## config.mk

```make
export PLATFORM = sky130hd
export DESIGN_NAME = utf8_to_latin1_code_decoder
export DESIGN_NICKNAME = d
export VERILOG_FILES = /design/src/hdl/u2l_pkg.sv /design/src/hdl/u2l_front.sv /design/src/hdl/u2l_queue.sv /design/src/hdl/u2l_back.sv /design/src/hdl/utf8_to_latin1_code_decoder.sv
export SDC_FILE = /design/constraint.sdc
export NUM_CORES = 1
export LEC_CHECK = 0
export BUFFER_PORTS_ARGS = -buffer_cell sky130_fd_sc_hd__buf_4
export CELL_PAD_IN_SITES_DETAIL_PLACEMENT = 1
export CELL_PAD_IN_SITES_GLOBAL_PLACEMENT = 1
export CORE_UTILIZATION = 30
export DETAILED_ROUTE_END_ITERATION = 6
export PLACE_DENSITY_LB_ADDON = 0.1
export SLEW_MARGIN = 20
export SYNTH_ARGS = -nofsm -noshare
export SYNTH_HDL_FRONTEND = slang
export SYNTH_SLANG_ARGS = --single-unit
```

## constraint.sdc

```tcl
create_clock -name clk_i -period 2.3 [get_ports clk_i]
set_input_delay 0.115 -clock clk_i [delete_from_list [all_inputs] [get_ports clk_i]]
set_output_delay 0.115 -clock clk_i [all_outputs]
set_load 0.005 [all_outputs]
```

## src/hdl/u2l_pkg.sv

```systemverilog
// Package for the UTF-8 to single-byte code decoder.
// Holds the queue entry type, byte class constants and the code mapping.
package u2l_pkg;

  localparam int unsigned MAX_LEN_DEF = 256;
  localparam int unsigned QUEUE_DEPTH = 4;

  localparam logic [15:0] EURO_POINT  = 16'h20AC;
  localparam logic [15:0] LATIN_MAX   = 16'h00FF;
  localparam logic [7:0]  EURO_CODE   = 8'h80;
  localparam logic [7:0]  SUBST_CODE  = 8'hB7;
  localparam logic [7:0]  ASCII_MAX   = 8'h7F;
  localparam logic [7:0]  CONT_MAX    = 8'hBF;
  localparam logic [7:0]  LEAD2_MAX   = 8'hDF;
  localparam logic [7:0]  LEAD3_MAX   = 8'hEF;
  localparam logic [1:0]  CONT_TAG    = 2'b10;

  // One queue entry: an optional character result followed by an optional
  // terminator result. Every pushed entry carries at least one of them.
  typedef struct packed {
    logic       has_char;
    logic [7:0] char_code;
    logic [7:0] char_pos;
    logic       has_end;
    logic [7:0] end_pos;
  } u2l_entry_t;

  function automatic logic [7:0] map_code(input logic [15:0] v);
    logic [7:0] res;
    if (v == EURO_POINT) begin
      res = EURO_CODE;
    end else if (v > LATIN_MAX) begin
      res = SUBST_CODE;
    end else begin
      res = v[7:0];
    end
    return res;
  endfunction

endpackage

```

## src/hdl/u2l_front.sv

```systemverilog
// Front end: accepts bytes, tracks the accumulator and counters, and builds
// queue entries for the results each byte causes. Depends on u2l_pkg.
module u2l_front #(
  parameter int unsigned MaxLen = u2l_pkg::MAX_LEN_DEF
) (
  input  logic                clk_i,
  input  logic                rst_ni,
  input  logic                accept_i,
  input  logic [7:0]          in_byte_i,
  output logic                push_o,
  output u2l_pkg::u2l_entry_t entry_o
);
  import u2l_pkg::*;

  localparam int unsigned CntW = $clog2(MaxLen);
  localparam logic [CntW-1:0] LastCnt = CntW'(MaxLen - 1);

  logic [15:0]     acc_q, acc_d;
  logic            pending_q, pending_d;
  logic [7:0]      out_cnt_q, out_cnt_d;
  logic [CntW-1:0] in_cnt_q, in_cnt_d;
  logic            is_zero, is_cont, flush;

  assign is_zero = (in_byte_i == 8'h00);
  assign is_cont = (in_byte_i[7:6] == CONT_TAG);
  assign flush   = pending_q && !is_cont;

  always_comb begin
    acc_d             = acc_q;
    pending_d         = pending_q;
    out_cnt_d         = out_cnt_q;
    in_cnt_d          = in_cnt_q;
    push_o            = 1'b0;
    entry_o.has_char  = 1'b0;
    entry_o.char_code = map_code(acc_q);
    entry_o.char_pos  = out_cnt_q;
    entry_o.has_end   = 1'b0;
    entry_o.end_pos   = out_cnt_q + 8'(pending_q);
    if (accept_i) begin
      priority if (is_zero) begin
        // flush any pending character, then terminate and restart
        push_o           = 1'b1;
        entry_o.has_char = pending_q;
        entry_o.has_end  = 1'b1;
        acc_d            = '0;
        pending_d        = 1'b0;
        out_cnt_d        = '0;
        in_cnt_d         = '0;
      end else if (in_cnt_q >= LastCnt) begin
        // drop bytes beyond the length limit
      end else begin
        in_cnt_d         = in_cnt_q + 1'b1;
        push_o           = flush;
        entry_o.has_char = flush;
        out_cnt_d        = out_cnt_q + 8'(flush);
        pending_d        = 1'b1;
        priority if (in_byte_i <= ASCII_MAX) begin
          acc_d = {8'h00, in_byte_i};
        end else if (in_byte_i <= CONT_MAX) begin
          acc_d = {acc_q[9:0], in_byte_i[5:0]};
        end else if (in_byte_i <= LEAD2_MAX) begin
          acc_d = {11'h000, in_byte_i[4:0]};
        end else if (in_byte_i <= LEAD3_MAX) begin
          acc_d = {12'h000, in_byte_i[3:0]};
        end else begin
          acc_d = {13'h0000, in_byte_i[2:0]};
        end
      end
    end
  end

  always_ff @(posedge clk_i or negedge rst_ni) begin
    if (!rst_ni) begin
      acc_q     <= '0;
      pending_q <= 1'b0;
      out_cnt_q <= '0;
      in_cnt_q  <= '0;
    end else begin
      acc_q     <= acc_d;
      pending_q <= pending_d;
      out_cnt_q <= out_cnt_d;
      in_cnt_q  <= in_cnt_d;
    end
  end

endmodule

```

## src/hdl/u2l_queue.sv

```systemverilog
// Short FIFO of result entries between the front end and the output stage.
// Depends on u2l_pkg for the entry type and depth.
module u2l_queue (
  input  logic                clk_i,
  input  logic                rst_ni,
  input  logic                push_i,
  input  u2l_pkg::u2l_entry_t entry_i,
  input  logic                pop_i,
  output logic                full_o,
  output logic                valid_o,
  output u2l_pkg::u2l_entry_t head_o
);
  import u2l_pkg::*;

  localparam int unsigned PtrW = $clog2(QUEUE_DEPTH);
  localparam int unsigned CntW = $clog2(QUEUE_DEPTH + 1);

  u2l_entry_t      mem_q [QUEUE_DEPTH];
  logic [PtrW-1:0] wr_ptr_q, rd_ptr_q;
  logic [CntW-1:0] cnt_q, cnt_d;
  logic            do_push, do_pop;

  assign full_o  = (cnt_q == CntW'(QUEUE_DEPTH));
  assign valid_o = (cnt_q != '0);
  assign head_o  = mem_q[rd_ptr_q];
  assign do_push = push_i && !full_o;
  assign do_pop  = pop_i && valid_o;

  always_comb begin
    cnt_d = cnt_q;
    unique case ({do_push, do_pop})
      2'b10:   cnt_d = cnt_q + 1'b1;
      2'b01:   cnt_d = cnt_q - 1'b1;
      default: cnt_d = cnt_q;
    endcase
  end

  always_ff @(posedge clk_i) begin
    if (do_push) begin
      mem_q[wr_ptr_q] <= entry_i;
    end
  end

  always_ff @(posedge clk_i or negedge rst_ni) begin
    if (!rst_ni) begin
      wr_ptr_q <= '0;
      rd_ptr_q <= '0;
      cnt_q    <= '0;
    end else begin
      cnt_q <= cnt_d;
      if (do_push) begin
        wr_ptr_q <= wr_ptr_q + 1'b1;
      end
      if (do_pop) begin
        rd_ptr_q <= rd_ptr_q + 1'b1;
      end
    end
  end

endmodule

```

## src/hdl/u2l_back.sv

```systemverilog
// Output stage: presents the head entry as one or two result transactions.
// Depends on u2l_pkg for the entry type.
module u2l_back (
  input  logic                clk_i,
  input  logic                rst_ni,
  input  logic                head_valid_i,
  input  u2l_pkg::u2l_entry_t head_i,
  output logic                pop_o,
  output logic                out_valid_o,
  input  logic                out_ready_i,
  output logic [7:0]          code_o,
  output logic                is_end_o,
  output logic [7:0]          position_o
);
  import u2l_pkg::*;

  logic phase_q, phase_d;
  logic show_char, last, fire;

  // phase_q set means the character half of the head entry is already gone
  assign show_char   = head_i.has_char && !phase_q;
  assign last        = !(show_char && head_i.has_end);
  assign out_valid_o = head_valid_i;
  assign fire        = head_valid_i && out_ready_i;
  assign pop_o       = fire && last;
  assign code_o      = show_char ? head_i.char_code : 8'h00;
  assign is_end_o    = !show_char;
  assign position_o  = show_char ? head_i.char_pos : head_i.end_pos;

  always_comb begin
    phase_d = phase_q;
    if (fire) begin
      phase_d = !last;
    end
  end

  always_ff @(posedge clk_i or negedge rst_ni) begin
    if (!rst_ni) begin
      phase_q <= 1'b0;
    end else begin
      phase_q <= phase_d;
    end
  end

endmodule

```

## src/hdl/utf8_to_latin1_code_decoder.sv

```systemverilog
// Top level of the UTF-8 to single-byte code decoder.
// Instantiates u2l_front, u2l_queue and u2l_back; depends on u2l_pkg.
//
//   channel | handshake             | payload
//   --------+-----------------------+----------------------------------
//   in      | in_valid_i/in_ready_o | in_byte_i[7:0]
//   out     | out_valid_o/out_ready_i | code_o[7:0] is_end_o position_o[7:0]
//
// One byte is taken per cycle unless the queue is full; results are queued.
// A zero byte with a pending character yields two results, output as two
// transactions; the four-entry queue absorbs this; input stalls only if full.
// in_ready_o drops only when the queue is full; output stalls back up there.
// Reset (asynchronous, active low) clears the counters, accumulator and queue.
module utf8_to_latin1_code_decoder #(
  parameter int unsigned MaxLen = u2l_pkg::MAX_LEN_DEF
) (
  input  logic       clk_i,
  input  logic       rst_ni,
  input  logic       in_valid_i,
  output logic       in_ready_o,
  input  logic [7:0] in_byte_i,
  output logic       out_valid_o,
  input  logic       out_ready_i,
  output logic [7:0] code_o,
  output logic       is_end_o,
  output logic [7:0] position_o
);
  import u2l_pkg::*;

  u2l_entry_t entry, head;
  logic       push, pop, full, head_valid, accept;

  assign in_ready_o = !full;
  assign accept     = in_valid_i && in_ready_o;

  u2l_front #(
    .MaxLen(MaxLen)
  ) u_front (
    .clk_i    (clk_i),
    .rst_ni   (rst_ni),
    .accept_i (accept),
    .in_byte_i(in_byte_i),
    .push_o   (push),
    .entry_o  (entry)
  );

  u2l_queue u_queue (
    .clk_i  (clk_i),
    .rst_ni (rst_ni),
    .push_i (push),
    .entry_i(entry),
    .pop_i  (pop),
    .full_o (full),
    .valid_o(head_valid),
    .head_o (head)
  );

  u2l_back u_back (
    .clk_i       (clk_i),
    .rst_ni      (rst_ni),
    .head_valid_i(head_valid),
    .head_i      (head),
    .pop_o       (pop),
    .out_valid_o (out_valid_o),
    .out_ready_i (out_ready_i),
    .code_o      (code_o),
    .is_end_o    (is_end_o),
    .position_o  (position_o)
  );

endmodule

```

==> results.sh, run 1 <==
export IMPL_status="complete, no violations"
export IMPL_worstPathRequired_ns=2.65
export IMPL_drt_pre_antenna_iters=4
export IMPL_path_max_fanout=2
export IMPL_hold_depth=4
export IMPL_peakVddDrop_mv=0.608
export IMPL_async_flop_share_pct=28.3
export IMPL_h_tree_depth=4
export IMPL_die_height_um=146
export IMPL_area_growth_pct=22.4
export IMPL_fillers=2055
export IMPL_setup_worst_path_end="u_queue.cnt_q[2]"
export IMPL_placed_cells=678
export IMPL_drv_slew=0
export IMPL_yosys_cell_types_count=55
export IMPL_antenna_found_initial=0
export IMPL_slowest_stage="mux4_2"
export IMPL_hold_class="in -> reg"
export IMPL_ys_ff_latch=145
export IMPL_hold_viol_final=0
export IMPL_ys_warn_count=0
export IMPL_reg2reg_to="u_queue.cnt_q[2]"
export IMPL_diodes=0
export IMPL_crit_path_start_kind="flop"
export IMPL_hpwl_um=8750
export IMPL_skew_ns=0.00742
export IMPL_setup_slack_ns=0.0105
export IMPL_muxShareOfSynthArea_pct=12.4
export IMPL_grt_setup_unrepaired="true"
export IMPL_slew_headroom_pct=62.1
export IMPL_root_buffer="clkbuf_16"
export IMPL_ys_flop_type="edfxtp_1"
export IMPL_syn_avg_cell_area_um2=16.8
export IMPL_path_depth=10
export IMPL_clock_latency_ns=0.42
export IMPL_synth_simple_area_share_pct=7.16
export IMPL_finalNetCount=458
export IMPL_drc=0
export IMPL_cp_end_kind="flop"
export IMPL_tightest_slew_ns=0.569
export IMPL_yosysTopAreaCellShare_pct=50.1
export IMPL_wl_per_cell_um=18.9
export IMPL_final_util_pct=37.6
export IMPL_vias_per_cell=4.76
export IMPL_grt_start_max_net_pins=42
export IMPL_rows=52
export IMPL_ys_seq_area_share_pct=66.5
export IMPL_pre_cts_ws_ns=-0.00601
export IMPL_period_share_pct=99.5
export IMPL_synth_top_family_by_area="multiplexers"
export IMPL_critPathLaunch="u_queue.rd_ptr_q[0]"
export IMPL_clock_sinks=145
export IMPL_power_density_mw_per_mm2=1250
export IMPL_reg2reg_slack_ns=0.01
export IMPL_synth_edf_count=104
export IMPL_pin_count=31
export IMPL_cap_viol_max_count=0
export IMPL_drive_gt1_share_pct=33.9
export IMPL_p_leak_nw=2.83
export IMPL_path_clk_slew_ns=0.06
export IMPL_synth_nets=394
export IMPL_fin_cells=718
export IMPL_critPathMaxStageDelay_ns=0.54
export IMPL_syn_cell_area_mm2=0.00624
export IMPL_fmax_mhz=437
export IMPL_port_buffers=30
export IMPL_core_region_area_mm2=0.0203
export IMPL_die_area_mm2=0.0214
export IMPL_drtIter0Drc=112
export IMPL_cts_buffers=17
export IMPL_wl_um=13600
export IMPL_path_cells="mux4_2 -> nand2b_4 -> o21ba_4 -> nor2_4 -> ha_4 -> inv_2 -> fa_2 -> xor2_1 -> nor2_1 -> xor2_1"
export IMPL_path_class="reg -> reg"
export IMPL_synth_compound_area_share_pct=7.50
export IMPL_synthXorXnorAreaFrac_pct=1.54
export IMPL_die_w_um=146
export IMPL_syn_inst=371
export IMPL_rr_worst_depth=10
export IMPL_grt_pass1_vias=3764
export IMPL_num_vias=3418
export IMPL_place_congestion=0.703
export IMPL_path_buf_inv=1
export IMPL_grt_use_total_pct=13.7
export IMPL_synth_largest_area_cell="edfxtp_1"
export IMPL_setup_viol=0
export IMPL_grt_overflow_total=0
export IMPL_grt_pass1_wl_um=21500
export IMPL_crit_arrival_ns=2.64
export IMPL_clockBufferDepth=2
export IMPL_start_util_pct=30.7
export IMPL_crit_family="multiplexers"
export IMPL_cts_tree="done"
export IMPL_yosys_area_share_adder_pct=2.33
export IMPL_synthTopCellsByArea="edfxtp_1 (50%), dfrtp_1 (16%), mux4_2 (9.0%), mux2_2 (2.5%), ha_1 (2.0%)"
export IMPL_r2r_start="u_queue.rd_ptr_q[0]"
export IMPL_finalCriticalPeriod_ns=2.29
export IMPL_drtAntennaViolNets=0
export IMPL_cpMostUsedCell="xor2_1"
how the worst min path moves through the flow:
stage / to / slack, ns / start
2_1_floorplan: u_back.phase_q / -0.18 / rst_ni
3_3_place_gp: u_front.acc_q[11] / 0.16 / rst_ni
3_5_place_dp: u_front.acc_q[2] / 0.15 / rst_ni
4_1_cts: u_front.acc_q[5] / 0.05 / in_byte_i[7]
5_1_grt: u_front.acc_q[5] / 0.09 / in_byte_i[7]
6_report: u_front.acc_q[4] / 0.08 / in_byte_i[7]
report_power, final:
part	switching (mW)	leakage [nW]	internal, mW
clock network	1.07	0.249	1.37
registers	0.364	1.48	3.50
logic	1.52	1.10	1.74
sequential cells by signal, indices dropped and copies added, names as in the netlist:
name and flops:
u_front.in_cnt_q 8, u_queue.mem_q 104, u_queue.cnt_q 3, u_queue.wr_ptr_q 2, u_queue.rd_ptr_q 2, u_front.pending_q 1, u_front.out_cnt_q 8, u_front.acc_q 16
u_back.phase_q 1
cells by family (layout without fill, tap and decap cells):
| family | after synthesis | in the layout |
|---|---|---|
| compound gates | 52 | 52 |
| buf+inv | 33 | 110 |
| simple gates | 75 | 75 |
| mux | 44 | 44 |
| flops | 145 | 145 |
| xor+xnor | 11 | 11 |
| fa+ha+maj | 11 | 11 |
metrics by stage:
| step | setup TNS [ns] | cell area, um^2 | power (mW) | hold slack, ns |
|---|---|---|---|---|
| 6_report | 0 | 7640 | 9.56 | 0.0750 |
| 4_1_cts | -0.0527 | 7600 | 9.70 | 0.0531 |
| 5_1_grt | -0.330 | 7640 | 10.1 | 0.0906 |
| 2_1_floorplan | -0.232 | 6260 | 5.82 | -0.181 |
| 3_3_place_gp | 0 | 6960 | 7.02 | 0.159 |
| 3_5_place_dp | -0.00601 | 6960 | 7.08 | 0.153 |
worst min-delay path: stages:
cell and delay, ns:
buf_4 0.12, nand3_1 0.08, nand2_1 0.08, mux2i_1 0.06
what timing repair did:
action | 4_1_cts | 5_1_grt
resized for setup | 11 | 3
hold buffers | 7 | 0
endpoints found under the setup margin | 9 | 10
pin swaps | 2 | 4
cloned | 0 | 1
endpoints found under the hold margin | 47 | 0
setup buffers | 0 | 0
cell usage in the layout (no fill, tap or decap), types with 2 or more instances in the layout:
| cell | count |
|---|---|
| nand4_1 | 2 |
| edfxtp_1 | 104 |
| nand3_1 | 12 |
| clkinvlp_4 | 4 |
| dlygate4sd3_1 | 7 |
| nand2b_1 | 2 |
| nor2_1 | 8 |
| o31ai_2 | 5 |
| a21o_1 | 2 |
| a211o_1 | 3 |
| clkinv_2 | 5 |
| clkinv_4 | 3 |
| or2_2 | 4 |
| xor2_1 | 5 |
| buf_4 | 45 |
| and2_2 | 3 |
| o211ai_1 | 9 |
| inv_2 | 3 |
| nor2b_1 | 10 |
| or3_1 | 4 |
| xnor2_1 | 6 |
| mux2i_1 | 5 |
| dfrtp_1 | 40 |
| o21a_1 | 6 |
| mux2_2 | 14 |
| and3_1 | 3 |
| o31ai_1 | 3 |
| o21ai_0 | 2 |
| clkbuf_16 | 18 |
| inv_1 | 14 |
| buf_12 | 6 |
| mux4_2 | 25 |
| nand2_1 | 11 |
| nor3_1 | 3 |
| a22o_1 | 12 |
| ha_1 | 9 |
routing by layer:
layer	GRT usage (%)	vias to the layer above	part of all wire (%)
li1	-	1576	-
met5	0	-	0
met1	17.7	1781	47
met4	5.94	0	1.6
met2	22.0	48	48
met3	3.03	13	3.0
cell type report:
class	count	area [um^2]	area share [%]
clock buffers	18	429	5.62
repair buffers	61	596	7.80
well taps	270	338	4.42
inverters	17	63.8	0.836
multi-input cells	193	1970	25.8
flip-flops and latches	145	4150	54.3
clock inverters	14	93.8	1.23
synthesized netlist by cell type (2+ instances only):
library cell  instances
a211o_1               3
a21o_1                2
a22o_1               12
and2_1                5
and3_1                3
buf_2                 5
buf_4                 3
buf_6                 3
clkbuf_1              4
dfrtp_1              41
edfxtp_1            104
ha_1                 10
inv_1                16
mux2_2               14
mux2i_1               5
mux4_2               25
nand2_1              11
nand2b_1              2
nand3_1              12
nand4_1               2
nor2_1                9
nor2b_1              10
nor3_1                3
o211ai_1              9
o21a_1                6
o21ai_0               2
o31ai_1               3
o31ai_2               5
or2_2                 4
or3_1                 4
xnor2_1               6
xor2_1                5
Note: power is estimated with default switching activity, not from simulation.
==> inputs of run 2 (changes only) <==
--- a/config.mk
+++ b/config.mk
@@ -11,6 +11,7 @@
 export CORE_UTILIZATION = 30
 export DETAILED_ROUTE_END_ITERATION = 6
 export PLACE_DENSITY_LB_ADDON = 0.1
+export REMOVE_ABC_BUFFERS = 1
 export SLEW_MARGIN = 20
 export SYNTH_ARGS = -nofsm -noshare
 export SYNTH_HDL_FRONTEND = slang
==> run 2 against run 1 <==
Against the previous run:
- flip-flop and latch count stayed put
- cell count is 0.28% higher
- die area stayed put
- via count is 0.64% higher
==> results.sh, run 2 (synthesized netlist as in run 1, its figures left out) <==
export IMPL_vias_per_cell=4.78
export IMPL_setup_slack_ns=0.0460
export IMPL_grt_setup_unrepaired="true"
export IMPL_cts_setup_buffers=0
export IMPL_hpwl_um=9090
export IMPL_min_to="u_front.acc_q[4]"
export IMPL_fmax_mhz=444
export IMPL_grt_start_max_net_pins=42
export IMPL_placed_cells=682
export IMPL_r2r_start="u_queue.rd_ptr_q[0]"
export IMPL_skew_ns=0.0114
export IMPL_antenna_found_initial=0
export IMPL_drc=0
export IMPL_die_area_mm2=0.0214
export IMPL_slew_headroom_pct=60.2
export IMPL_root_buffer="clkbuf_16"
export IMPL_pin_count=31
export IMPL_fin_cells=720
export IMPL_hold_viol_final=0
export IMPL_place_congestion=0.718
export IMPL_reg2reg_to="u_queue.cnt_q[2]"
export IMPL_hold_start="in_byte_i[7]"
export IMPL_cp_end_kind="primary output"
export IMPL_clockBufferDepth=2
export IMPL_reg_largest_list="u_queue.mem_q (104), u_front.acc_q (16)"
export IMPL_status="complete, no violations"
export IMPL_hold_class="in -> reg"
export IMPL_path_max_fanout=19
export IMPL_wl_per_cell_um=19.2
export IMPL_cap_viol_max_count=0
export IMPL_rows=52
export IMPL_path_class="reg -> out"
export IMPL_layout_commonest_cell="edfxtp_1"
export IMPL_grt_pass1_wl_um=22100
export IMPL_crit_path_start_kind="flop"
export IMPL_registers_top_by_ff_count="u_queue.mem_q"
export IMPL_drtIter0Drc=133
export IMPL_peakVddDrop_mv=0.663
export IMPL_diodes=0
export IMPL_start_util_pct=30.7
export IMPL_clock_latency_ns=0.42
export IMPL_num_vias=3440
export IMPL_rr_worst_depth=10
export IMPL_reg2reg_slack_ns=0.06
export IMPL_drt_pre_antenna_iters=4
export IMPL_clock_sinks=145
export IMPL_hold_depth=4
export IMPL_die_height_um=146
export IMPL_p_leak_nw=2.87
export IMPL_drive_gt1_share_pct=33.3
export IMPL_tightest_slew_ns=0.596
export IMPL_grt_pass1_vias=3760
export IMPL_largest_reg_flops=104
export IMPL_power_density_mw_per_mm2=1280
export IMPL_h_tree_depth=4
export IMPL_setup_viol=0
export IMPL_drv_slew=0
export IMPL_final_cell_mix="edfxtp_1 (104), buf_4 (49), dfrtp_1 (39)"
export IMPL_cts_tree="done"
export IMPL_cts_buffers=17
export IMPL_crit_arrival_ns=2.14
export IMPL_die_w_um=146
export IMPL_period_share_pct=98.0
export IMPL_wl_um=13900
export IMPL_drtAntennaViolNets=0
export IMPL_grt_use_total_pct=14.0
export IMPL_port_buffers=30
export IMPL_path_clk_slew_ns=0.06
export IMPL_finalCriticalPeriod_ns=2.25
export IMPL_grt_overflow_total=0
export IMPL_design_area_mm2=0.00771
export IMPL_area_growth_pct=23.6
export IMPL_worstPathRequired_ns=2.18
export IMPL_core_region_area_mm2=0.0203
export IMPL_dpl_cell_area_mm2=0.00697
export IMPL_finalNetCount=462
export IMPL_pre_cts_ws_ns=-0.00292
-- run 2: power by group --
group,switching [mW],internal (mW),total (mW)
clock,1.03,1.68,2.71
combinational,1.53,1.73,3.27
sequential,0.361,3.50,3.86
-- run 2: what timing repair did --
| action | 4_1_cts | 5_1_grt |
|---|---|---|
| cloned | 0 | 1 |
| hold endpoints to repair | 47 | 0 |
| endpoints found under the setup margin | 13 | 30 |
| pin swaps | 4 | 3 |
| hold buffers | 7 | 0 |
| gates resized for setup | 15 | 3 |
-- run 2: how the worst max path moves through the flow --
stage	to	startpoint	slack [ns]	depth (start not counted)
after floorplan	u_queue.cnt_q[2]	u_queue.rd_ptr_q[0]	-1.13	10
after global placement	u_queue.cnt_q[2]	u_queue.rd_ptr_q[0]	0.04	10
after detailed placement	u_queue.cnt_q[2]	u_queue.rd_ptr_q[0]	-0.003	10
after CTS	position_o[3]	u_queue.rd_ptr_q[0]	-0.002	5
after global routing	u_queue.cnt_q[2]	u_queue.rd_ptr_q[0]	-0.07	10
final	position_o[0]	u_queue.rd_ptr_q[0]	0.05	5
-- run 2: cell type report --
type	count	area, um^2
clock inverters	12	144
inverters	17	63.8
fillers	2073	12600
flip-flops and latches	145	4150
repair buffers	65	617
clock buffers	18	429
well taps	270	338
multi-input cells	193	1970
-- run 2: layer usage --
layer | vias to the layer above | routed length, um | global-route usage [%]
li1 | 1582 | - | -
met2 | 38 | 6820 | 22.2
met3 | 14 | 324 | 3.38
met5 | - | 0 | 0
met4 | 0 | 194 | 5.31
met1 | 1806 | 6520 | 18.5
-- run 2: through the flow --
step           util (%)  hold slack [ns]  setup TNS (ns)  power [mW]
2_1_floorplan         -           -0.181          -19.95        5.65
3_3_place_gp       34.3            0.166               0        6.99
3_5_place_dp       34.3            0.167        -0.00292        7.06
4_1_cts            37.8           0.0532        -0.00173        9.96
5_1_grt            38.0           0.0625          -0.244        10.4
6_report           38.0           0.0670               0        9.83
-- run 2: worst max-delay path, cell delays in order, from the launching register on --
cell	delay [ns]
dfrtp_2	0.38
mux4_2	0.53
nand2b_4	0.10
buf_8	0.21
mux2_2	0.37
buf_4	0.14
==> inputs of run 3 (changes only) <==
--- a/config.mk
+++ b/config.mk
@@ -9,6 +9,7 @@
 export CELL_PAD_IN_SITES_DETAIL_PLACEMENT = 1
 export CELL_PAD_IN_SITES_GLOBAL_PLACEMENT = 1
 export CORE_UTILIZATION = 30
+export CTS_BUF_LIST = sky130_fd_sc_hd__clkbuf_8
 export DETAILED_ROUTE_END_ITERATION = 6
 export PLACE_DENSITY_LB_ADDON = 0.1
 export REMOVE_ABC_BUFFERS = 1
==> run 3 against run 2 <==
Against the previous run:
- maximum frequency fell by 0.26%
- setup slack lost 0.0059 ns
- combinational power rose by 5%
- cell count grew 0.56%
- highest routed layer unchanged
- first-iteration DRC count down 11%
- die area unchanged
- count of clock-buffer cells in the layout is 1 lower
==> results.sh, run 3 (synthesized netlist as in run 1, its figures left out) <==
export IMPL_hold_slack_ns=0.0441
export IMPL_grt_start_max_net_pins=42
export IMPL_wl_per_cell_um=19.4
export IMPL_critPathMaxStageDelay_ns=0.53
export IMPL_cts_buffers=17
export IMPL_multiInputGateArea_mm2=0.00198
export IMPL_finalCriticalPeriod_ns=2.26
export IMPL_clock_latency_ns=0.45
export IMPL_rr_worst_depth=10
export IMPL_clockBufferDepth=2
export IMPL_clkPwrFrac_pct=21.4
export IMPL_skew_ns=0.0158
export IMPL_path_clk_slew_ns=0.08
export IMPL_wl_um=14000
export IMPL_diodes=0
export IMPL_reg_largest_list="u_queue.mem_q (104), u_front.acc_q (16)"
export IMPL_crit_path_start_kind="flop"
export IMPL_pre_cts_ws_ns=-0.00292
export IMPL_p_seq_share_pct=41.6
export IMPL_largest_reg_flops=104
export IMPL_comb_power_share_pct=37.1
export IMPL_area_growth_pct=21.6
export IMPL_total_power_mw=9.28
export IMPL_drive_gt1_share_pct=33.9
export IMPL_fillers=2085
export IMPL_drc=0
export IMPL_cp_end_kind="primary output"
export IMPL_setup_viol=0
export IMPL_crit_arrival_ns=2.14
export IMPL_rows=52
export IMPL_fin_cells=724
export IMPL_drt_pre_antenna_iters=6
export IMPL_die_area_mm2=0.0214
export IMPL_fmax_mhz=442
export IMPL_placed_cells=682
export IMPL_grt_use_total_pct=14.1
export IMPL_clock_sinks=145
export IMPL_drtAntennaViolNets=0
export IMPL_pin_count=31
export IMPL_r2r_start="u_queue.rd_ptr_q[0]"
export IMPL_die_height_um=146
export IMPL_root_buffer="clkbuf_8"
export IMPL_hold_viol_final=0
export IMPL_reg2reg_slack_ns=0.05
export IMPL_hpwl_um=9090
export IMPL_num_vias=3443
export IMPL_h_tree_depth=4
export IMPL_final_setup_tns_ns=0
export IMPL_worstPathRequired_ns=2.18
export IMPL_hold_depth=3
export IMPL_crit_family="multiplexers"
export IMPL_path_buf_inv=2
export IMPL_seqCellArea_mm2=0.00415
export IMPL_slowest_stage="mux4_2"
export IMPL_final_cell_mix="edfxtp_1 (104), buf_4 (50), dfrtp_1 (39)"
export IMPL_drtIter0Drc=118
export IMPL_hold_start="in_byte_i[7]"
export IMPL_dpl_cell_area_mm2=0.00697
export IMPL_hold_class="in -> reg"
export IMPL_peakVddDrop_mv=0.396
export IMPL_finalNetCount=466
export IMPL_antenna_found_initial=0
export IMPL_grt_pass1_wl_um=22400
export IMPL_p_switching_mw=2.88
export IMPL_port_buffers=30
export IMPL_layout_commonest_cell="edfxtp_1"
export IMPL_path_max_fanout=19
export IMPL_grt_setup_unrepaired="true"
export IMPL_grt_pass1_vias=3829
export IMPL_p_leak_nw=2.82
export IMPL_start_util_pct=30.7
export IMPL_power_switching_share_pct=31.0
export IMPL_status="complete, no violations"
export IMPL_slew_headroom_pct=61.0
export IMPL_die_w_um=146
export IMPL_cts_tree="done"
export IMPL_path_class="reg -> out"
export IMPL_period_share_pct=98.3
export IMPL_path_cells="mux4_2 -> nand2b_4 -> buf_8 -> mux2_2 -> buf_4"
export IMPL_setup_slack_ns=0.0401
export IMPL_grt_overflow_total=0
export IMPL_drv_slew=0
export IMPL_final_util_pct=37.4
export IMPL_power_density_mw_per_mm2=1220
export IMPL_internal_power_mw=6.40
export IMPL_min_to="u_front.acc_q[5]"
export IMPL_cap_viol_max_count=0
export IMPL_vias_per_cell=4.76
export IMPL_core_region_area_mm2=0.0203
export IMPL_registers_top_by_ff_count="u_queue.mem_q"
export IMPL_place_congestion=0.718
export IMPL_reg2reg_to="u_queue.cnt_q[2]"
export IMPL_design_area_mm2=0.00759
export IMPL_tightest_slew_ns=0.586
-- run 3: cell types whose count changed in the layout (fill, tap and decap cells not counted) --
cell and delta:
buf_12 +3, buf_4 +1, buf_6 +1, clkbuf_1 -1, clkbuf_16 -18, clkbuf_8 +17
inv_1 +1, mux2_2 -3, mux2_4 +3
-- run 3: worst max path at each step --
| stage | from | end | slack [ns] | cells after the start |
|---|---|---|---|---|
| 6_report | u_queue.rd_ptr_q[0] | position_o[4] | 0.04 | 5 |
| 5_1_grt | u_queue.rd_ptr_q[0] | position_o[4] | -0.07 | 5 |
| 4_1_cts | u_queue.rd_ptr_q[0] | position_o[2] | -0.05 | 6 |
| 3_5_place_dp | u_queue.rd_ptr_q[0] | u_queue.cnt_q[2] | -0.003 | 10 |
| 3_3_place_gp | u_queue.rd_ptr_q[0] | u_queue.cnt_q[2] | 0.04 | 10 |
| 2_1_floorplan | u_queue.rd_ptr_q[0] | u_queue.cnt_q[2] | -1.13 | 10 |
-- run 3: layer usage --
layer	vias up	wire length, um	global-route usage [%]
met3	16	370	3.41
met4	0	187	4.79
li1	1583	-	-
met1	1799	6720	18.7
met2	45	6770	22.8
met5	-	0	0
-- run 3: worst reg2reg max path: cells and delay by family (launching register included) --
kind / cells / cell delay [ns]
xor gates and xnor gates: 2 / 0.30
muxes: 1 / 0.53
and+or+nand+nor: 3 / 0.31
AOI/OAI and AO/OA: 1 / 0.16
DFF: 1 / 0.38
adders and majority gates: 2 / 0.46
buffers and inverters: 1 / 0.04
-- run 3: timing repair --
item | 4_1_cts | 5_1_grt
setup endpoints to repair | 13 | 10
cloned | 2 | 0
hold endpoints to repair | 47 | 0
hold buffers | 7 | 0
resized for setup | 20 | 6
pin swaps | 4 | 3
setup buffers | 5 | 0
-- run 3: area by class of cell --
type | instances | area share [%]
inverters | 17 | 0.841
repair buffers | 69 | 8.84
flip-flops and latches | 145 | 54.7
multi-input cells | 193 | 26.1
clock inverters | 13 | 1.95
clock buffers | 17 | 3.08
well taps | 270 | 4.45
-- run 3: power by group through the flow --
stage               logic [mW]  registers [mW]  clock network, mW
floorplan                 1.72            3.94                  0
global placement          3.11            3.89                  0
detailed placement        3.15            3.91                  0
CTS                       3.62            3.86               2.05
global route              3.78            3.93               2.15
finish                    3.44            3.86               1.98
